==> src/rtl/smde_pkg.sv <==
package smde_pkg;

   // Fixed field widths of the column read and of the event.
   localparam int COLUMN_W    = 4;
   localparam int ROW_BITS_W  = 8;
   localparam int BIT_IDX_W   = 3;
   localparam int EVENT_W     = 8;

   // Defaults of the top-level parameters.
   localparam int COLUMNS_DEFAULT   = 16;
   localparam int ROW_WIDTH_DEFAULT = 8;

   // Request codes carried in the func field.
   localparam logic FUNC_SCAN  = 1'b0;
   localparam logic FUNC_PRIME = 1'b1;

   // One column read as held in the input register.
   typedef struct packed {
      logic                  func;
      logic [COLUMN_W-1:0]   column;
      logic [ROW_BITS_W-1:0] row_bits;
   } read_item_type;

   // Work handed from the input stage to the event sequencer.
   typedef struct packed {
      logic [COLUMN_W-1:0]   column;
      logic [ROW_BITS_W-1:0] row_bits;
      logic [ROW_BITS_W-1:0] changed;
   } emit_load_type;

endpackage

==> src/rtl/smde_req_if.sv <==
interface smde_req_if;

   logic                                valid;
   logic                                ready;
   logic                                func;
   logic [smde_pkg::COLUMN_W-1:0]       column;
   logic [smde_pkg::ROW_BITS_W-1:0]     row_bits;

   modport source (output valid, output func, output column, output row_bits, input ready);
   modport sink   (input valid, input func, input column, input row_bits, output ready);

endinterface

==> src/rtl/smde_rsp_if.sv <==
interface smde_rsp_if;

   logic                                valid;
   logic                                ready;
   logic [smde_pkg::EVENT_W-1:0]        event_number;
   logic                                pressed;
   logic                                last;

   modport source (output valid, output event_number, output pressed, output last, input ready);
   modport sink   (input valid, input event_number, input pressed, input last, output ready);

endinterface

==> src/rtl/smde_store.sv <==
module smde_store #(
   parameter int COLUMNS   = smde_pkg::COLUMNS_DEFAULT,
   parameter int ROW_WIDTH = smde_pkg::ROW_WIDTH_DEFAULT
) (
   input  logic                              clock,
   input  logic                              reset,
   input  logic                              update,
   input  smde_pkg::read_item_type           item,
   output logic [smde_pkg::ROW_BITS_W-1:0]   changed
);

   localparam int IDX_W = (COLUMNS > 1) ? $clog2(COLUMNS) : 1;

   logic [ROW_WIDTH-1:0] debounced_ff [COLUMNS];
   logic [ROW_WIDTH-1:0] previous_ff  [COLUMNS];

   logic                 in_range;
   logic [IDX_W-1:0]     idx;
   logic [ROW_WIDTH-1:0] row;
   logic [ROW_WIDTH-1:0] deb_rd;
   logic [ROW_WIDTH-1:0] prev_rd;
   logic [ROW_WIDTH-1:0] changed_w;

   // Decode the column and read both stores of it.
   always_comb begin
      in_range = ({1'b0, item.column} < (smde_pkg::COLUMN_W + 1)'(COLUMNS));
      idx      = item.column[IDX_W-1:0];
      row      = item.row_bits[ROW_WIDTH-1:0];
      deb_rd   = in_range ? debounced_ff[idx] : '0;
      prev_rd  = in_range ? previous_ff[idx] : '0;
   end

   // A bit changes when it held over two reads and differs from the debounced value.
   always_comb begin
      if (in_range && item.func == smde_pkg::FUNC_SCAN) begin
         changed_w = ~(row ^ prev_rd) & (row ^ deb_rd);
      end else begin
         changed_w = '0;
      end
      changed = smde_pkg::ROW_BITS_W'(changed_w);
   end

   // Priming loads both stores; a scan records the raw value and applies every toggle.
   always_ff @(posedge clock) begin
      if (reset) begin
         for (int c = 0; c < COLUMNS; c++) begin
            debounced_ff[c] <= '0;
            previous_ff[c]  <= '0;
         end
      end else if (update && in_range) begin
         previous_ff[idx] <= row;
         if (item.func == smde_pkg::FUNC_PRIME) begin
            debounced_ff[idx] <= row;
         end else begin
            debounced_ff[idx] <= deb_rd ^ changed_w;
         end
      end
   end

endmodule

==> src/rtl/smde_emit.sv <==
module smde_emit (
   input  logic                    clock,
   input  logic                    reset,
   input  logic                    load,
   input  smde_pkg::emit_load_type load_data,
   output logic                    free,
   smde_rsp_if.source              rsp_port
);

   logic                                valid_ff;
   logic [smde_pkg::COLUMN_W-1:0]       column_ff;
   logic [smde_pkg::ROW_BITS_W-1:0]     row_ff;
   logic [smde_pkg::ROW_BITS_W-1:0]     mask_ff;

   logic [smde_pkg::BIT_IDX_W-1:0]      bit_idx;
   logic [smde_pkg::ROW_BITS_W-1:0]     remaining;
   logic                                pressed;
   logic                                last;
   logic                                take;

   // Pick the lowest pending bit and clear it from the remaining set.
   always_comb begin
      bit_idx = '0;
      for (int b = smde_pkg::ROW_BITS_W - 1; b >= 0; b--) begin
         if (mask_ff[b]) begin
            bit_idx = smde_pkg::BIT_IDX_W'(b);
         end
      end
      remaining = mask_ff & ~(smde_pkg::ROW_BITS_W'(1) << bit_idx);
      pressed   = ~row_ff[bit_idx];
      last      = (remaining == '0);
      take      = valid_ff && rsp_port.ready;
      free      = !valid_ff || (take && last);
   end

   assign rsp_port.valid        = valid_ff;
   assign rsp_port.event_number = {column_ff, bit_idx, pressed};
   assign rsp_port.pressed      = pressed;
   assign rsp_port.last         = last;

   // Hold one column's pending changes and step through them one item per cycle while the response port is ready.
   always_ff @(posedge clock) begin
      if (reset) begin
         valid_ff <= 1'b0;
      end else if (load) begin
         valid_ff <= 1'b1;
      end else if (take && last) begin
         valid_ff <= 1'b0;
      end
   end

   always_ff @(posedge clock) begin
      if (load) begin
         column_ff <= load_data.column;
         row_ff    <= load_data.row_bits;
         mask_ff   <= load_data.changed;
      end else if (take) begin
         mask_ff   <= remaining;
      end
   end

endmodule

==> src/rtl/switch_matrix_debounce_events.sv <==
// Switch matrix debouncer: each request item is one read of one column (func, column,
// active-low row bits). The block keeps a raw and a debounced value per column and sends
// one response item for every bit that held its new value over two reads and differs from
// the debounced value, lowest bit first, with last set on the final one; func=1 primes
// both values of the column and sends nothing, and a column of COLUMNS or more is ignored.
// A read is taken into an input register, its changes are found there in the next cycle,
// and the event sequencer then sends one item per cycle while the response port is ready,
// the first in the cycle after the read leaves the input register. A read with no events
// leaves the input register at once, even while earlier events are still being sent; a
// read with events waits there until the sequencer, which has a single output slot, is
// free. The next read is taken as soon as the input register moves on. Both stored values
// of every column reset to zero.
module switch_matrix_debounce_events #(
   parameter int COLUMNS   = smde_pkg::COLUMNS_DEFAULT,
   parameter int ROW_WIDTH = smde_pkg::ROW_WIDTH_DEFAULT
) (
   input  logic        clock,
   input  logic        reset,
   smde_req_if.sink    req_port,
   smde_rsp_if.source  rsp_port
);

   localparam logic [smde_pkg::ROW_BITS_W-1:0] ROW_MASK =
      smde_pkg::ROW_BITS_W'((1 << ROW_WIDTH) - 1);

   logic                            a_valid_ff;
   smde_pkg::read_item_type         a_item_ff;

   logic [smde_pkg::ROW_BITS_W-1:0] changed;
   logic                            emit_free;
   logic                            a_go;
   logic                            emit_load;
   smde_pkg::emit_load_type         load_data;

   // The input stage moves on at once when it has no events, else when the sequencer is free.
   always_comb begin
      a_go             = a_valid_ff && ((changed == '0) || emit_free);
      emit_load        = a_go && (changed != '0);
      req_port.ready   = !a_valid_ff || a_go;
      load_data.column   = a_item_ff.column;
      load_data.row_bits = a_item_ff.row_bits;
      load_data.changed  = changed;
   end

   // Input register; row bits above the row width are cleared on entry.
   always_ff @(posedge clock) begin
      if (reset) begin
         a_valid_ff <= 1'b0;
      end else if (req_port.ready) begin
         a_valid_ff <= req_port.valid;
      end
   end

   always_ff @(posedge clock) begin
      if (req_port.ready && req_port.valid) begin
         a_item_ff.func     <= req_port.func;
         a_item_ff.column   <= req_port.column;
         a_item_ff.row_bits <= req_port.row_bits & ROW_MASK;
      end
   end

   smde_store #(
      .COLUMNS   (COLUMNS),
      .ROW_WIDTH (ROW_WIDTH)
   ) u_store (
      .clock   (clock),
      .reset   (reset),
      .update  (a_go),
      .item    (a_item_ff),
      .changed (changed)
   );

   smde_emit u_emit (
      .clock     (clock),
      .reset     (reset),
      .load      (emit_load),
      .load_data (load_data),
      .free      (emit_free),
      .rsp_port  (rsp_port)
   );

endmodule
==> src/flat_wrapper.sv <==
// flat-port wrapper written by rule: the top's interface ports become plain ports
module switch_matrix_debounce_events_flat 
#(
   parameter int COLUMNS   = smde_pkg::COLUMNS_DEFAULT,
   parameter int ROW_WIDTH = smde_pkg::ROW_WIDTH_DEFAULT
)
  (clock, reset, req_port_valid, req_port_func, req_port_column, req_port_row_bits, req_port_ready, rsp_port_valid, rsp_port_event_number, rsp_port_pressed, rsp_port_last, rsp_port_ready);
  smde_req_if req_port_i ();
  smde_rsp_if rsp_port_i ();
  input  logic clock;
  input  logic reset;
  input wire logic [$bits(req_port_i.valid)-1:0] req_port_valid;
  input wire logic [$bits(req_port_i.func)-1:0] req_port_func;
  input wire logic [$bits(req_port_i.column)-1:0] req_port_column;
  input wire logic [$bits(req_port_i.row_bits)-1:0] req_port_row_bits;
  output wire logic [$bits(req_port_i.ready)-1:0] req_port_ready;
  output wire logic [$bits(rsp_port_i.valid)-1:0] rsp_port_valid;
  output wire logic [$bits(rsp_port_i.event_number)-1:0] rsp_port_event_number;
  output wire logic [$bits(rsp_port_i.pressed)-1:0] rsp_port_pressed;
  output wire logic [$bits(rsp_port_i.last)-1:0] rsp_port_last;
  input wire logic [$bits(rsp_port_i.ready)-1:0] rsp_port_ready;
  assign req_port_i.valid = req_port_valid;
  assign req_port_i.func = req_port_func;
  assign req_port_i.column = req_port_column;
  assign req_port_i.row_bits = req_port_row_bits;
  assign req_port_ready = req_port_i.ready;
  assign rsp_port_valid = rsp_port_i.valid;
  assign rsp_port_event_number = rsp_port_i.event_number;
  assign rsp_port_pressed = rsp_port_i.pressed;
  assign rsp_port_last = rsp_port_i.last;
  assign rsp_port_i.ready = rsp_port_ready;
  switch_matrix_debounce_events #(.COLUMNS(COLUMNS), .ROW_WIDTH(ROW_WIDTH)) u_core (.clock(clock), .reset(reset), .req_port(req_port_i), .rsp_port(rsp_port_i));
endmodule
==> config.mk <==
export PLATFORM = sky130hd
export DESIGN_NAME = switch_matrix_debounce_events_flat
export DESIGN_NICKNAME = d
export VERILOG_FILES = /design/src/rtl/smde_pkg.sv /design/src/rtl/smde_req_if.sv /design/src/rtl/smde_rsp_if.sv /design/src/rtl/smde_store.sv /design/src/rtl/smde_emit.sv /design/src/rtl/switch_matrix_debounce_events.sv /design/src/flat_wrapper.sv
export SDC_FILE = /design/constraint.sdc
export NUM_CORES = 1
export LEC_CHECK = 0
export BUFFER_PORTS_ARGS = -buffer_cell sky130_fd_sc_hd__buf_2
export CAP_MARGIN = 20
export CORE_UTILIZATION = 57
export CTS_CLUSTER_SIZE = 10
export DETAILED_ROUTE_END_ITERATION = 10
export GPL_TIMING_DRIVEN = 0
export PLACE_DENSITY = 0.76
export SLEW_MARGIN = 20
export SYNTH_ARGS = -nofsm -noshare
export SYNTH_HDL_FRONTEND = slang
export SYNTH_SLANG_ARGS = --single-unit
==> constraint.sdc <==
create_clock -name clock -period 4 [get_ports clock]
set_clock_uncertainty 0.15 [all_clocks]
set_input_delay 0 -clock clock [delete_from_list [all_inputs] [get_ports clock]]
set_output_delay 0 -clock clock [all_outputs]
set_load 0.005 [all_outputs]
==> results.py <==
metrics = {
    "outcome": {
        "status": "complete, but fails checks",
        "failed_checks": "negative setup slack",
    },
    "drt": {
        "final_antenna_net_count": 0,
        "drt_iter0_markers": 2079,
        "drc": 0,
        "wire_per_inst_um": 32.8,
        "first_pass_iters": 10,
        "viasPerCell": 7.55,
        "via_count": 11100,
        "totalWireLength_um": 48400,
    },
    "floorplanning": {
        "die_h_um": 157,
        "row_count": 56,
        "dieArea_sq_um": 24800,
        "fp.dieW_um": 157,
        "coreArea_sq_um": 23500,
        "boundaryPins": 29,
        "start_util_pct": 58.4,
    },
    "timing": {
        "layout_setup_ws_ps": -136,
        "finalCritPeriodShare_pct": 103,
        "hold_viol": 0,
        "max-slew-margin-rel_pct": 34.6,
        "fmax_mhz": 242,
        "worst_pin_slew_ps": 973,
        "finalCriticalPeriod_ps": 4140,
        "rsz0062_at_grt": "yes",
        "finalSetupViolations": 428,
        "drv_slew": 0,
    },
    "placement": {
        "portBuffers": 28,
        "gp_congestion": 0.896,
        "place_ws_ps": -1490,
        "postPlaceCellArea_sq_um": 14300,
        "dpl.hpwl_um": 26300,
    },
    "worst_setup_path": {
        "cp-start-kind": "flop",
        "crit_type": "reg2reg",
        "crit_arrival_ps": 4210,
        "required_ps": 4070,
        "endpoint_kind": "flop",
        "crit_fanout": 10,
        "rr_worst_depth": 15,
    },
    "synth": {
        "ys_async_sr_fraction_pct": 0,
        "netlist.area_leader.share_pct": 63.1,
        "synth_compound_area_share_pct": 6.12,
        "synthMuxAreaShare_pct": 12.0,
        "synth_fa_ha_area_share_pct": 0,
        "yosys.area.top_type": "edfxtp_1",
        "synthTopCellsByCount": "289 x edfxtp_1, 131 x nor3_1, 113 x nor4_1, 78 x clkbuf_1, 65 x mux4_2",
        "yosysUniqueCellTypes": 45,
        "synth_edf_count": 289,
        "synth_top_family_by_area": "simple AND/OR/NAND/NOR gates",
        "synth_simple_gate_area_share_pct": 14.0,
        "ys_warn_count": 0,
        "ys_ff_latch": 295,
        "seq_area_frac_synth_pct": 64.0,
        "syn_area_sq_um": 13800,
        "synth.most_common_cell": "edfxtp_1",
        "synthXorXnorAreaFrac_pct": 0,
        "synthTopCellsByArea": "edfxtp_1 63%, mux4_2 11%, nor4_1 5.1%, nor3_1 4.8%, clkbuf_1 2.1%",
        "synthCells": 979,
        "syn_avg_cell_area_sq_um": 14.0,
        "syn-num-nets": 996,
        "synth-main-ff-cell": "edfxtp_1",
    },
    "cts": {
        "cts-root-buf": "clkbuf_16",
        "cts_buffer_depth": 3,
        "h-tree-depth": 2,
        "cts_buffers": 35,
        "cts_tree": "yes",
        "clock_sink_count": 295,
        "clkTransAtPathRegs_ps": 60,
        "clock_latency_ps": 530,
    },
    "layout": {
        "utilization_pct": 74.6,
        "multi_input_area_sq_um": 5240,
        "finalNetCount": 1156,
        "num-fill-cells": 1267,
        "final_area_sq_um": 17600,
        "ff_latch_area_sq_um": 8800,
        "areaGrowthSynthToFinish_pct": 27.8,
        "drive_gt1_share_pct": 34.3,
    },
    "global_routing": {
        "grt.overflow.total": 0,
        "grt_pass1_wl_um": 66000,
        "groute.usage.overall_pct": 37.4,
        "grt_pass1_vias": 10700,
        "antenna_found_initial": 0,
        "grt_max_degree": 12,
    },
    "flow_run": {
        "timing.max_cap.violations": 0,
    },
    "min_path": {
        "hold_class": "in2reg",
        "min_from": "req_port_row_bits[0]",
        "hold_depth": 2,
    },
    "power_and_ir_drop": {
        "power_density_nw_per_um2": 454,
        "p_leak_nw": 6.12,
        "peakVddDrop_mv": 0.324,
    },
}
[report_power, final]
group / switching (mW) / internal [mW]
sequential: 0.0785 / 3.54
clock: 1.26 / 1.65
combinational: 0.885 / 0.567
[routing by layer]
metal  GRT usage, %  share of wire [%]  vias to the layer above
li1               -                  -                     4274
met1           44.7                 31                     5292
met2           58.4                 46                     1257
met3           11.7                 15                      307
met4           24.8                7.4                        0
met5              0                  0                        -
[critical path, stage by stage, from the launching register on]
cell       delay [ps]
dfxtp_4           380
buf_12            150
buf_12            130
buf_16            150
mux4_2            580
a22o_4            270
nor2_4            220
mux2i_2           280
a21oi_2           110
nor4_4            330
buf_4             220
nor2_4             90
buf_12            170
clkbuf_16         200
o21bai_4          220
buf_12            170
[state kept, by name, summed over array words and instances (netlist names), named ones only]
| signal | count |
|---|---|
| u_core.a_valid_ff | 1 |
| u_core.u_emit.row_ff | 8 |
| u_core.a_item_ff | 13 |
| u_core.u_store.debounced_ff | 128 |
| u_core.u_emit.rsp_port.valid | 1 |
| u_core.u_emit.mask_ff | 8 |
| u_core.u_emit.column_ff | 4 |
| u_core.u_store.previous_ff | 128 |
[timing repair]
action / 4_1_cts / 5_1_grt
setup buffers: 46 / 26
endpoints found under the setup margin: 558 / 553
resized for setup: 190 / 114
pin swaps: 44 / 17
endpoints found under the hold margin: 51 / 0
hold buffers: 16 / 0
cloned: 5 / 3
[layout by cell type (no fill, tap or decap), types with 9 or more instances in the layout]
cell           Yosys  routed
nor2_4             2       9
a22o_1            16      14
nor3_1           131     125
clkbuf_1          78      54
nor4_2             1      20
clkbuf_16          0      39
clkbuf_4           0      13
mux2i_1           13       9
edfxtp_1         289     289
nor2_1            47      41
mux4_2            65      65
a21oi_4            0      10
clkbuf_2           0      14
a22oi_2            0      10
buf_12             0      31
dlygate4sd3_1      0      16
buf_2             17      38
nor4_1           113      92
inv_1             12      10
nand2_1           27      23
o21bai_4           0      28
buf_4              4      56
o211ai_1           9       9
a21oi_1           26       9
[cell families (layout without fill, tap and decap cells)]
kind of cell / Yosys count / count (layout)
flip-flops: 295 / 295
other: 0 / 1
multiplexers: 83 / 83
buffers and inverters: 122 / 298
AO/OA/AOI/OAI: 119 / 119
AND/OR/NAND/NOR: 360 / 360
[layout make-up]
class / count / share of cell area (%)
timing repair buffer: 124 / 7.47
clock inverter: 3 / 0.164
antenna: 1 / 0.0142
buffer: 105 / 4.36
clock buffer: 50 / 5.43
multi-input combinational: 562 / 29.8
tap: 319 / 2.27
sequential: 295 / 50.1
inverter: 16 / 0.385
[metrics by stage]
step                      power [mW]  hold WS, ps  TNS [ps]  cells
after floorplan                 4.28        -51.1         0    979
after global placement          4.58         26.4   -480990   1326
after detailed placement        4.61         29.2   -533960   1326
after CTS                       7.64         51.8         0   1445
after global routing            8.07         45.2    -32750   1474
final                           7.97         42.7    -27170   1475
[path summary, 6_finish.rpt]
path,slack [ps],endpoint
setup / recovery,-140,u_core.u_store.debounced_ff[5][4]
hold / removal,40,u_core.a_item_ff[0]
setup reg to reg,-140,u_core.u_store.debounced_ff[5][4]
hold reg to reg,300,u_core.u_emit.column_ff[3]
No activity file was read; power rests on OpenSTA's default activity.
